===== src/rtl/dlts_pkg.sv =====
// ----------------------------------------------------------------------------
// dlts_pkg: shared types and constants for the delta list task scheduler
// Operation and status codes, default sizes, sequencer state encoding.
// ----------------------------------------------------------------------------
package dlts_pkg;

  localparam int MaxTasksDef    = 16;
  localparam int TickWidthDef   = 16;
  localparam int IdWidthDef     = 16;
  localparam int HandleWidthDef = 8;

  // operation codes
  localparam logic [1:0] OP_TICK     = 2'd0;
  localparam logic [1:0] OP_ADD      = 2'd1;
  localparam logic [1:0] OP_DELETE   = 2'd2;
  localparam logic [1:0] OP_DISPATCH = 2'd3;

  // status codes
  localparam logic [1:0] ST_DONE     = 2'd0;
  localparam logic [1:0] ST_FULL     = 2'd1;
  localparam logic [1:0] ST_NOTFOUND = 2'd2;
  localparam logic [1:0] ST_NOTDUE   = 2'd3;

  // sequencer states, one-hot
  typedef enum logic [6:0] {
    S_IDLE   = 7'b0000001,
    S_FIND   = 7'b0000010,  // walk entries looking for id or insert slot
    S_REMOVE = 7'b0000100,  // merge delay and shift entries up
    S_SHIFT  = 7'b0001000,  // shift entries down to open a slot
    S_PLACE  = 7'b0010000,  // write the new entry
    S_HEAD   = 7'b0100000,  // tick or dispatch on the head entry
    S_OUT    = 7'b1000000   // hold result beat
  } state_t;

endpackage


===== src/rtl/dlts_table.sv =====
// ----------------------------------------------------------------------------
// dlts_table: task table storage
// One entry read and at most one entry written per cycle; valid bits in flops.
// ----------------------------------------------------------------------------
module dlts_table #(
  parameter int MAX_TASKS    = dlts_pkg::MaxTasksDef,
  parameter int TICK_WIDTH   = dlts_pkg::TickWidthDef,
  parameter int ID_WIDTH     = dlts_pkg::IdWidthDef,
  parameter int HANDLE_WIDTH = dlts_pkg::HandleWidthDef,
  localparam int AW = (MAX_TASKS > 1) ? $clog2(MAX_TASKS) : 1
) (
  input  logic                    clk,
  input  logic                    rst,
  input  logic [AW-1:0]           rd_addr,
  output logic                    rd_valid,
  output logic [HANDLE_WIDTH-1:0] rd_handle,
  output logic [TICK_WIDTH-1:0]   rd_delay,
  output logic [TICK_WIDTH-1:0]   rd_period,
  output logic [ID_WIDTH-1:0]     rd_id,
  input  logic                    wr_en,
  input  logic [AW-1:0]           wr_addr,
  input  logic                    wr_valid,
  input  logic [HANDLE_WIDTH-1:0] wr_handle,
  input  logic [TICK_WIDTH-1:0]   wr_delay,
  input  logic [TICK_WIDTH-1:0]   wr_period,
  input  logic [ID_WIDTH-1:0]     wr_id
);

  logic [MAX_TASKS-1:0]    vld;
  logic [HANDLE_WIDTH-1:0] mem_handle [MAX_TASKS];
  logic [TICK_WIDTH-1:0]   mem_delay  [MAX_TASKS];
  logic [TICK_WIDTH-1:0]   mem_period [MAX_TASKS];
  logic [ID_WIDTH-1:0]     mem_id     [MAX_TASKS];

  // valid bits
  always_ff @(posedge clk) begin
    if (rst) begin
      vld <= '0;
    end else if (wr_en) begin
      vld[wr_addr] <= wr_valid;
    end
  end

  // payload store, registered read
  always_ff @(posedge clk) begin
    if (wr_en) begin
      mem_handle[wr_addr] <= wr_handle;
      mem_delay[wr_addr]  <= wr_delay;
      mem_period[wr_addr] <= wr_period;
      mem_id[wr_addr]     <= wr_id;
    end
    rd_handle <= mem_handle[rd_addr];
    rd_delay  <= mem_delay[rd_addr];
    rd_period <= mem_period[rd_addr];
    rd_id     <= mem_id[rd_addr];
  end

  always_ff @(posedge clk) begin
    if (rst) begin
      rd_valid <= 1'b0;
    end else begin
      rd_valid <= vld[rd_addr] && !(wr_en && wr_addr == rd_addr);
    end
  end

endmodule


===== src/rtl/delta_list_task_scheduler.sv =====
// ----------------------------------------------------------------------------
// delta_list_task_scheduler: cooperative scheduler on a delta list
// Tasks kept sorted by due time, each delay relative to its predecessor.
//
//   channel | direction | beat contents
//   in      | sink      | mode, task_handle, start_delay, repeat_period, target_id
//   out     | source    | status, assigned_id, ran_handle, ran_id
//
// One item at a time; in_ready is high only in idle with no result pending.
// The table has one read and one write port and one shared add/compare unit;
// every table step (scan, shift, merge) reads an entry, then acts on the data.
// Dispatch of a periodic task: remove then insert.
// Synchronous reset clears valid bits, last id and control; no clearing pass.
// ----------------------------------------------------------------------------
module delta_list_task_scheduler #(
  parameter int MAX_TASKS    = dlts_pkg::MaxTasksDef,
  parameter int TICK_WIDTH   = dlts_pkg::TickWidthDef,
  parameter int ID_WIDTH     = dlts_pkg::IdWidthDef,
  parameter int HANDLE_WIDTH = dlts_pkg::HandleWidthDef
) (
  input  logic        clk,
  input  logic        rst,
  input  logic        in_valid,
  output logic        in_ready,
  input  logic [1:0]  mode,
  input  logic [7:0]  task_handle,
  input  logic [15:0] start_delay,
  input  logic [15:0] repeat_period,
  input  logic [15:0] target_id,
  output logic        out_valid,
  input  logic        out_ready,
  output logic [1:0]  status,
  output logic [15:0] assigned_id,
  output logic [7:0]  ran_handle,
  output logic [15:0] ran_id
);

  localparam int AW = (MAX_TASKS > 1) ? $clog2(MAX_TASKS) : 1;
  localparam int CW = AW + 1;
  localparam logic [CW-1:0] LAST = CW'(MAX_TASKS - 1);
  localparam logic [TICK_WIDTH-1:0] TMAX = '1;

  dlts_pkg::state_t state;

  // table port signals
  logic [AW-1:0]           rd_addr;
  logic                    rd_valid;
  logic [HANDLE_WIDTH-1:0] rd_handle;
  logic [TICK_WIDTH-1:0]   rd_delay, rd_period;
  logic [ID_WIDTH-1:0]     rd_id;
  logic                    wr_en, wr_valid;
  logic [AW-1:0]           wr_addr;
  logic [HANDLE_WIDTH-1:0] wr_handle;
  logic [TICK_WIDTH-1:0]   wr_delay, wr_period;
  logic [ID_WIDTH-1:0]     wr_id;

  // sequencer registers
  logic [1:0]              op;
  logic [CW-1:0]           idx;        // entry currently addressed
  logic                    phase;      // 0: read issued, 1: data present
  logic [TICK_WIDTH:0]     sum;        // running due time during scan
  logic [TICK_WIDTH-1:0]   carry;      // delay merged into successor
  logic [CW-1:0]           pos;        // insert slot
  logic                    pos_valid;  // insert slot was occupied
  logic [TICK_WIDTH-1:0]   pos_delay;
  logic [HANDLE_WIDTH-1:0] n_handle;
  logic [TICK_WIDTH-1:0]   n_delay, n_period;
  logic [15:0]             n_target;
  logic                    reinsert;
  logic [ID_WIDTH-1:0]     last_id;
  logic                    last_full;

  // shared adder
  logic [TICK_WIDTH:0] add_a, add_b, add_y;
  assign add_y = add_a + add_b;

  logic [ID_WIDTH-1:0] id_inc, id_new;
  assign id_inc = last_id + 1'b1;
  assign id_new = (id_inc == '0) ? ID_WIDTH'(1) : id_inc;

  // saturate a 16 bit input to TICK_WIDTH
  function automatic logic [TICK_WIDTH-1:0] sat16(input logic [15:0] v);
    logic [31:0] w;
    w = 32'(v);
    if (TICK_WIDTH < 16 && (w >> TICK_WIDTH) != 0) begin
      return '1;
    end
    return TICK_WIDTH'(w);
  endfunction

  dlts_table #(
    .MAX_TASKS(MAX_TASKS), .TICK_WIDTH(TICK_WIDTH),
    .ID_WIDTH(ID_WIDTH), .HANDLE_WIDTH(HANDLE_WIDTH)
  ) u_table (
    .clk, .rst, .rd_addr, .rd_valid, .rd_handle, .rd_delay, .rd_period, .rd_id,
    .wr_en, .wr_addr, .wr_valid, .wr_handle, .wr_delay, .wr_period, .wr_id
  );

  assign in_ready = (state == dlts_pkg::S_IDLE);
  assign out_valid = (state == dlts_pkg::S_OUT);

  // shared adder operand select
  always_comb begin
    add_a = '0;
    add_b = '0;
    case (state)
      dlts_pkg::S_FIND: begin
        add_a = sum;
        add_b = {1'b0, rd_delay};
      end
      dlts_pkg::S_REMOVE: begin
        add_a = {1'b0, rd_delay};
        add_b = {1'b0, carry};
      end
      dlts_pkg::S_PLACE: begin
        add_a = {1'b0, n_delay};
        add_b = ~sum + 1'b1;
      end
      default: begin
        add_a = '0;
        add_b = '0;
      end
    endcase
  end

  // table address / write
  always_comb begin
    rd_addr   = idx[AW-1:0];
    wr_en     = 1'b0;
    wr_addr   = idx[AW-1:0];
    wr_valid  = rd_valid;
    wr_handle = rd_handle;
    wr_delay  = rd_delay;
    wr_period = rd_period;
    wr_id     = rd_id;
    case (state)
      dlts_pkg::S_HEAD: begin
        if (phase && op == dlts_pkg::OP_TICK && rd_valid && rd_delay != '0) begin
          wr_en    = 1'b1;
          wr_delay = rd_delay - 1'b1;
        end
      end
      dlts_pkg::S_REMOVE: begin
        // idx = entry being filled; read came from idx+1
        if (phase) begin
          wr_en = 1'b1;
          if (idx == LAST) begin
            wr_valid = 1'b0;
          end
          if (carry != '0 || idx != pos) begin
            wr_delay = rd_delay;
          end
          if (idx == pos && rd_valid) begin
            wr_delay = add_y[TICK_WIDTH] ? TMAX : add_y[TICK_WIDTH-1:0];
          end
        end
        rd_addr = (idx == LAST) ? idx[AW-1:0] : AW'(idx + 1'b1);
      end
      dlts_pkg::S_SHIFT: begin
        // idx = destination; read from idx-1
        rd_addr = AW'(idx - 1'b1);
        if (phase) begin
          wr_en = 1'b1;
          if (idx == pos + 1'b1) begin
            wr_delay = pos_delay;
          end
        end
      end
      dlts_pkg::S_PLACE: begin
        wr_en     = 1'b1;
        wr_addr   = pos[AW-1:0];
        wr_valid  = 1'b1;
        wr_handle = n_handle;
        wr_delay  = add_y[TICK_WIDTH-1:0];
        wr_period = n_period;
        wr_id     = id_new;
        if (!pos_valid) begin
          wr_delay = add_y[TICK_WIDTH-1:0];
        end
      end
      default: begin
        wr_en = 1'b0;
      end
    endcase
  end

  // sequencer
  always_ff @(posedge clk) begin
    if (rst) begin
      state     <= dlts_pkg::S_IDLE;
      last_id   <= '0;
      idx       <= '0;
      phase     <= 1'b0;
      reinsert  <= 1'b0;
      last_full <= 1'b0;
    end else begin
      case (state)
        dlts_pkg::S_IDLE: begin
          if (in_valid) begin
            op          <= mode;
            n_handle    <= HANDLE_WIDTH'(task_handle);
            n_delay     <= sat16(start_delay);
            n_period    <= sat16(repeat_period);
            n_target    <= target_id;
            status      <= dlts_pkg::ST_DONE;
            assigned_id <= '0;
            ran_handle  <= '0;
            ran_id      <= '0;
            sum         <= '0;
            phase       <= 1'b0;
            reinsert    <= 1'b0;
            case (mode)
              dlts_pkg::OP_ADD: begin
                idx   <= LAST;   // probe last slot for full
                state <= dlts_pkg::S_FIND;
                last_full <= 1'b1;
              end
              dlts_pkg::OP_DELETE: begin
                idx   <= '0;
                state <= dlts_pkg::S_FIND;
              end
              default: begin
                idx   <= '0;
                state <= dlts_pkg::S_HEAD;
              end
            endcase
          end
        end
        dlts_pkg::S_HEAD: begin
          if (!phase) begin
            phase <= 1'b1;
          end else begin
            phase <= 1'b0;
            if (op == dlts_pkg::OP_TICK) begin
              state <= dlts_pkg::S_OUT;
            end else if (rd_valid && rd_delay == '0) begin
              ran_handle <= 8'(rd_handle);
              ran_id     <= 16'(rd_id);
              n_handle   <= rd_handle;
              n_delay    <= rd_period;
              n_period   <= rd_period;
              reinsert   <= (rd_period != '0);
              carry      <= rd_delay;
              pos        <= '0;
              idx        <= '0;
              state      <= dlts_pkg::S_REMOVE;
            end else begin
              status <= dlts_pkg::ST_NOTDUE;
              state  <= dlts_pkg::S_OUT;
            end
          end
        end
        dlts_pkg::S_FIND: begin
          if (!phase) begin
            phase <= 1'b1;
          end else begin
            phase <= 1'b0;
            if (last_full) begin
              // full-table probe for add
              last_full <= 1'b0;
              idx       <= '0;
              if (rd_valid) begin
                status <= dlts_pkg::ST_FULL;
                state  <= dlts_pkg::S_OUT;
              end
            end else if (op == dlts_pkg::OP_DELETE) begin
              if (n_target != '0 && rd_valid && 16'(rd_id) == n_target
                  && (ID_WIDTH >= 16 || (rd_id == ID_WIDTH'(n_target)))) begin
                carry <= rd_delay;
                pos   <= idx;
                state <= dlts_pkg::S_REMOVE;
              end else if (idx == LAST || !rd_valid) begin
                status <= dlts_pkg::ST_NOTFOUND;
                state  <= dlts_pkg::S_OUT;
              end else begin
                idx <= idx + 1'b1;
              end
            end else begin
              // insert scan: stop at first invalid or sum+delay > new delay
              if (!rd_valid || add_y > {1'b0, n_delay}) begin
                pos       <= idx;
                pos_valid <= rd_valid;
                pos_delay <= TICK_WIDTH'(add_y - {1'b0, n_delay});
                if (rd_valid) begin
                  idx   <= LAST;
                  state <= dlts_pkg::S_SHIFT;
                end else begin
                  state <= dlts_pkg::S_PLACE;
                end
              end else begin
                sum <= add_y;
                idx <= idx + 1'b1;
              end
            end
          end
        end
        dlts_pkg::S_REMOVE: begin
          if (!phase) begin
            phase <= 1'b1;
          end else begin
            phase <= 1'b0;
            if (idx == LAST) begin
              if (reinsert) begin
                sum       <= '0;
                idx       <= '0;
                state     <= dlts_pkg::S_FIND;
              end else begin
                state <= dlts_pkg::S_OUT;
              end
            end else begin
              idx <= idx + 1'b1;
            end
          end
        end
        dlts_pkg::S_SHIFT: begin
          if (!phase) begin
            phase <= 1'b1;
          end else begin
            phase <= 1'b0;
            if (idx == pos + 1'b1) begin
              state <= dlts_pkg::S_PLACE;
            end else begin
              idx <= idx - 1'b1;
            end
          end
        end
        dlts_pkg::S_PLACE: begin
          last_id     <= id_new;
          assigned_id <= 16'(id_new);
          state       <= dlts_pkg::S_OUT;
        end
        dlts_pkg::S_OUT: begin
          if (out_ready) begin
            state <= dlts_pkg::S_IDLE;
          end
        end
        default: begin
          state <= dlts_pkg::S_IDLE;
        end
      endcase
    end
  end

  // checks
  a_ready_idle: assert property (@(posedge clk) disable iff (rst)
    in_ready |-> !out_valid) else $error("ready while result pending");
  a_out_hold: assert property (@(posedge clk) disable iff (rst)
    out_valid && !out_ready |=> out_valid && $stable(status))
    else $error("result dropped");
  a_id_nonzero: assert property (@(posedge clk) disable iff (rst)
    state == dlts_pkg::S_PLACE |-> id_new != '0) else $error("zero id");

endmodule


===== config.mk =====
export PLATFORM = sky130hd
export DESIGN_NAME = delta_list_task_scheduler
export DESIGN_NICKNAME = d
export VERILOG_FILES = /design/src/rtl/dlts_pkg.sv /design/src/rtl/dlts_table.sv /design/src/rtl/delta_list_task_scheduler.sv
export SDC_FILE = /design/constraint.sdc
export NUM_CORES = 2
export LEC_CHECK = 0
export ABC_AREA = 1
export BUFFER_PORTS_ARGS = -buffer_cell sky130_fd_sc_hd__clkbuf_2
export CORE_MARGIN = 5
export CORE_UTILIZATION = 45
export DETAILED_ROUTE_END_ITERATION = 10
export GPL_TIMING_DRIVEN = 0
export SLEW_MARGIN = 15
export SYNTH_ARGS = -nofsm -noshare
export SYNTH_HDL_FRONTEND = slang
export SYNTH_SLANG_ARGS = --single-unit

===== constraint.sdc =====
create_clock -name clk -period 25.7 [get_ports clk]
set_input_delay 5.14 -clock clk [delete_from_list [all_inputs] [get_ports clk]]
set_output_delay 5.14 -clock clk [all_outputs]
set_load 0.02 [all_outputs]

**Word level (Yosys, flattened, before mapping)**

Memories as Yosys holds them, arrays and structs flattened. A register that Yosys moved wholly into a read port is not among the register bits.
Cells that the tools add are included.

- Bitwise logic cells: 4
- Eq/ne operators: 46
- Reduce and logical (&&, ||, !) cells: 44
- Muxes and demuxes: 132
- Order comparisons: 4
- Add/sub/neg operators: 8

Operators by type and width:

| operator | count |
|---|---|
| $mux 16 | 25 |
| $pmux 16 s2 | 5 |
| $pmux 17 s3 | 3 |
| $mux 17 | 8 |
| $mux 7 | 17 |
| $mux 5 | 22 |
| $pmux 16 s4 | 1 |
| $pmux 7 s7 | 1 |
| $mux 8 | 6 |
| $reduce_bool 16->1 | 3 |
| $ne 2x2->1 const B | 17 |
| $logic_not 16->1 | 2 |
| $pmux 8 s2 | 2 |
| $pmux 5 s5 | 1 |
| $reduce_and 11->1 | 2 |
| $mux 2 | 10 |
| $ne 3x3->1 const B | 6 |
| $reduce_and 9->1 | 2 |
| $add 17x1->17 const B | 1 |
| $add 17x17->17 | 1 |
| $gt 17x16->1 | 1 |
| $not 17->17 | 1 |
| $add 16x1->16 const B | 1 |
| $bwmux 16 | 1 |
| 51 further kinds | 99 |

- Memories kept: 4
- Input port bits: 62
- Flip-flop bits (word level): 202
- Bits in writable memories: 896
- Output and inout bits: 44
- Word-level logic and storage cells: 263

Memory list:

| name | words | width | rd ports | clocked after memory_dff | wr ports | RTL line | text |
|---|---|---|---|---|---|---|---|
| u_table.mem_delay | 16 | 16 | 1 | 1 | 1 | dlts_table.sv:31 | `logic [TICK_WIDTH-1:0] mem_delay [MAX_TASKS];` |
| u_table.mem_id | 16 | 16 | 1 | 1 | 1 | dlts_table.sv:33 | `logic [ID_WIDTH-1:0] mem_id [MAX_TASKS];` |
| u_table.mem_period | 16 | 16 | 1 | 1 | 1 | dlts_table.sv:32 | `logic [TICK_WIDTH-1:0] mem_period [MAX_TASKS];` |
| u_table.mem_handle | 16 | 8 | 1 | 1 | 1 | dlts_table.sv:30 | `logic [HANDLE_WIDTH-1:0] mem_handle [MAX_TASKS];` |

**Logic depth before layout (Yosys ltp)**

- Depth after elaboration: 11
- Depth in mapped cells: 37
- Depth with buffers taken out: 37

**Hierarchy**

From an unflattened synthesis, not the netlist that was laid out.

- Cell total of the unflattened synthesis: 4565
- Area total of the unflattened synthesis: 49896.6 um^2

By module, submodules not included:

| module | area each (um^2) | seq. area each (um^2) | cells each | instances |
|---|---|---|---|---|
| dlts_table | 37347.1 | 28367.2 | 2899 | 1 |
| delta_list_task_scheduler | 12549.5 | 5245.0 | 1666 | 1 |

**Worst setup path after synthesis**

Ideal clock, no wire load.

- Path type: input to register
- Start point: input port rst
- End point: register n_delay[0], enable pin
- Stages: 2
- Slack: 13.569 ns
- Setup time: 0.644 ns
- Data required time: 25.056 ns
- Arrival: 11.487 ns
- Cells stage by stage: clkbuf_1 nor4_1

- Word-level cells in the longest chain between the ends: 2

RTL lines:

| what | RTL line | text |
|---|---|---|
| start: declaration | delta_list_task_scheduler.sv:22 | `input logic rst,` |
| $not 1->1 (no line) | - |  |
| $reduce_and 6->1 (no line) | - |  |
| end signal: assignment | delta_list_task_scheduler.sv:202 | `n_delay <= sat16(start_delay);` |
| end signal: assignment | delta_list_task_scheduler.sv:240 | `n_delay <= rd_period;` |
| end: declaration | delta_list_task_scheduler.sv:67 | `logic [TICK_WIDTH-1:0] n_delay, n_period;` |

No other way between the ends.
A chain may end at the register's enable or synchronous reset.

**Final worst setup path**

- Start point: register state[1]
- End point: register sum[6], enable pin

- Word-level cells in the longest chain between the ends: 7
- Elaborated cells on any way between the ends: 19
- Classes of those cells: add/sub (1); order compare (1); eq/ne (12); mux (2); reduce/logical (3)

RTL lines:

| what | RTL line | text |
|---|---|---|
| start: declaration | delta_list_task_scheduler.sv:43 | `dlts_pkg::state_t state;` |
| start signal: assignment | delta_list_task_scheduler.sv:190 | `state <= dlts_pkg::S_IDLE;` |
| start signal: assignment | delta_list_task_scheduler.sv:215 | `state <= dlts_pkg::S_FIND;` |
| start signal: assignment | delta_list_task_scheduler.sv:220 | `state <= dlts_pkg::S_FIND;` |
| $eq 7x5->1, or another cell as far along | delta_list_task_scheduler.sv:106 | `case (state)` |
| $pmux 17 s3 | delta_list_task_scheduler.sv:106 |  |
| $add 17x17->17 * | delta_list_task_scheduler.sv:75 | `assign add_y = add_a + add_b;` |
| via add_y[15] | delta_list_task_scheduler.sv:74 | `logic [TICK_WIDTH:0] add_a, add_b, add_y;` |
| $gt 17x16->1 * | delta_list_task_scheduler.sv:280 | `if (!rd_valid \|\| add_y > {1'b0, n_delay}) begin` |
| $logic_or 1x1->1 * | delta_list_task_scheduler.sv:280 |  |
| $ne 2x2->1 (no line) * | - |  |
| $reduce_and 10->1 (no line) * | - |  |
| end signal: assignment | delta_list_task_scheduler.sv:291 | `sum <= add_y;` |
| end: declaration | delta_list_task_scheduler.sv:61 | `logic [TICK_WIDTH:0] sum;` |

The timed path passes the listed nets; every way through them passes the cells marked *.

==> results.yml <==
run_status:
  status: "completed"
detailed_routing:
  antenna_left: 0
  drc: 0
  vias: 35900
  wl_per_cell_um: 26.5
  routed_wl_um: 164000
  dr.first_iter.drc_count: 4669
  vias_per_cell: 5.80
  dr.pass1.iters: 6
global_route:
  grt_max_degree: 22
  grt_first_pass_wirelength_um: 236000
  grt_pass1_vias: 34200
  grt_antenna_before_repair: 10
  grt_usage: 0.274
  grt_overflow_total: 0
synth:
  postSynthCellCount: 4273
  synthArstFlopShare: 0
  yosysTopAreaCellShare: 0.631
  ys_ff_latch: 1154
  synth-main-ff-cell: "edfxtp_1"
  synth_edf_count: 1050
  seq_area_frac_synth: 0.672
  yosysTopAreaCell: "edfxtp_1"
  yosys-top-cells-area: "edfxtp_1, o211ai_1, dfxtp_1"
  yosysWarningCount: 0
  avgSynthCellArea_sq_um: 11.7
  synth_area_sq_um: 50000
  synth.distinct_cells: 54
  syn_nets: 4379
worst_hold_path:
  min_path_type: "reg2reg"
sta:
  timing.max_slew.rel_slack: 0.115
  rsz0062_at_grt: "false"
  drv_slew: 0
  tightest_slew_ns: 1.33
  clock-skew-final_ns: 0.0539
  period_needed_ns: 7.63
  post-route-period-util: 0.297
  setup_viol: 0
  setup_tns_ns: 0
  hold_viol: 0
  max_freq_mhz: 131
die:
  dieHeight_um: 343
  initial_core_util: 0.452
  die_area_sq_um: 118000
  core-area_sq_um: 111000
  fp-row-count: 122
  dieWidth_um: 343
  io_pins: 106
clock_network:
  clk_latency_ns: 0.73
  cts-resized-gates: 0
  cts.reportedPaths.clkPinSlew_ns: 0.06
  cts_buffer_depth: 3
  cts_root_buf: "clkbuf_16"
  clock-sinks: 1154
  tritoncts: "built"
  htreeDepth: 3
  cts_hold_buffers: 0
  post-cts-setup-buffers: 0
  cts-buffers-inserted: 119
power_and_ir_drop:
  power.density_nw_per_um2: 113
  p_seq_frac: 0.391
  p_comb_frac: 0.343
  power.net_switching_mw: 2.50
  total_power_mw: 6.56
  peakVddDrop_uv: 76.1
  leakage_nw: 20.0
  power.share.clock: 0.267
  p_sw_frac: 0.382
  internal-power_mw: 4.06
run:
  maxCapViolCount: 0
worst_setup_path:
  cp-end-kind: "register"
  crit_type: "reg2reg"
  worstPathArrival_ns: 8.01
  path_max_fanout: 10
  cpMostUsedCell: "nand2_1"
  cp.required_ns: 26.09
  crit_path_top_delay_cell: "buf_1"
  cp-start-kind: "register"
  slowest_delay_ns: 0.92
finish:
  utilization: 0.526
  layout_commonest_cell: "edfxtp_1"
  fin_nets: 4704
  area_growth_pct: 16.3
  final_layout_size_suffix_gt1_frac: 0.156
  final_cell_mix: "edfxtp_1, nand2_1, nor2_1"
place:
  io_buffers: 105
  routabilityCongestion: 0.936
  dp.final_hpwl_um: 115000
[worst paths after layout]
check	startpoint	endpoint	slack, ns	cells after the start
max reg2reg	state[1]$_SDFFE_PP0P_	sum[6]$_SDFFCE_PP0P_	18.07	28
min	u_table.rd_delay[3]$_DFF_P_	carry[3]$_DFFE_PP_	0.42	0
max	state[1]$_SDFFE_PP0P_	sum[6]$_SDFFCE_PP0P_	18.07	28
min reg2reg	u_table.rd_delay[3]$_DFF_P_	carry[3]$_DFFE_PP_	0.42	0
[through the flow]
stage	cell area (sq um)	hold slack (ns)	setup slack, ns	cells
global route	58100	0.441	17.63	6192
finish	58100	0.423	18.07	6194
detailed placement	54200	0.412	17.88	5965
floorplan	50000	0.403	13.57	4273
CTS	58100	0.426	18.21	6191
global placement	52400	0.416	8.15	5866
[cells in the mapped netlist (all sizes together), types with 2 or more instances]
cell    instances
edfxtp       1050
nand2         527
nor2          493
o211ai        457
o21ai         364
inv           253
or2           225
nand3         208
buf           135
clkbuf        109
dfxtp         104
a21oi          96
xor2           49
ha             42
nor3           31
nand4          27
o221ai         17
o21bai         16
a211oi         12
o22ai          10
xnor2          10
a221o           6
nor4            6
nand3b          4
a21o            3
o211a           3
a31oi           2
fa              2
o31ai           2
[layer usage]
| layer | wire length, um | track usage | vias to the layer above | share of wire |
|---|---|---|---|---|
| li1 | - | - | 16200 | - |
| met1 | 69100 | 0.390 | 17700 | 0.42 |
| met2 | 72700 | 0.421 | 1785 | 0.44 |
| met3 | 17400 | 0.0658 | 299 | 0.11 |
| met4 | 5020 | 0.0830 | 6 | 0.031 |
| met5 | 69 | 0 | - | 0.00042 |
[registers in the layout (all words and copies together), names as in the netlist, 17 cells and up]
signal and count:
u_table.mem_period 256, u_table.mem_delay 256, u_table.mem_id 256, u_table.mem_handle 128, sum 17
[worst max-delay path, delay by kind of cell, from the launching register on]
kind,cells,cell delay [ns]
simple gates,15,2.49
fa+ha+maj,2,0.68
compound gates,5,1.39
flops,1,0.35
buf+inv,6,2.38
[power by group through the flow]
stage               Combinational [mW]  Clock [mW]  Sequential, mW
floorplan                         1.20           0            2.59
global placement                  2.06           0            2.63
detailed placement                2.20           0            2.59
CTS                               2.20        1.77            2.56
global route                      2.41        1.84            2.57
finish                            2.25        1.75            2.56
[layout make-up]
class                           instances  area [sq um]
Antenna cell                            3          7.51
Buffer                                244          1200
Clock buffer                          154          3200
Clock inverter                         72           749
Fill cell                            9559         52400
Inverter                              254           958
Multi-Input combinational cell       2621         14500
Sequential cell                      1154         33600
Tap cell                             1488          1860
Timing Repair Buffer                  204          2080
[kinds of logic after synthesis]
kind of cell,synth area share
compound gates,0.128
buf+inv,0.0432
xor+xnor,0.0103
flops,0.672
simple gates,0.135
fa+ha+maj,0.0113
(Power assumes the default switching activity.)
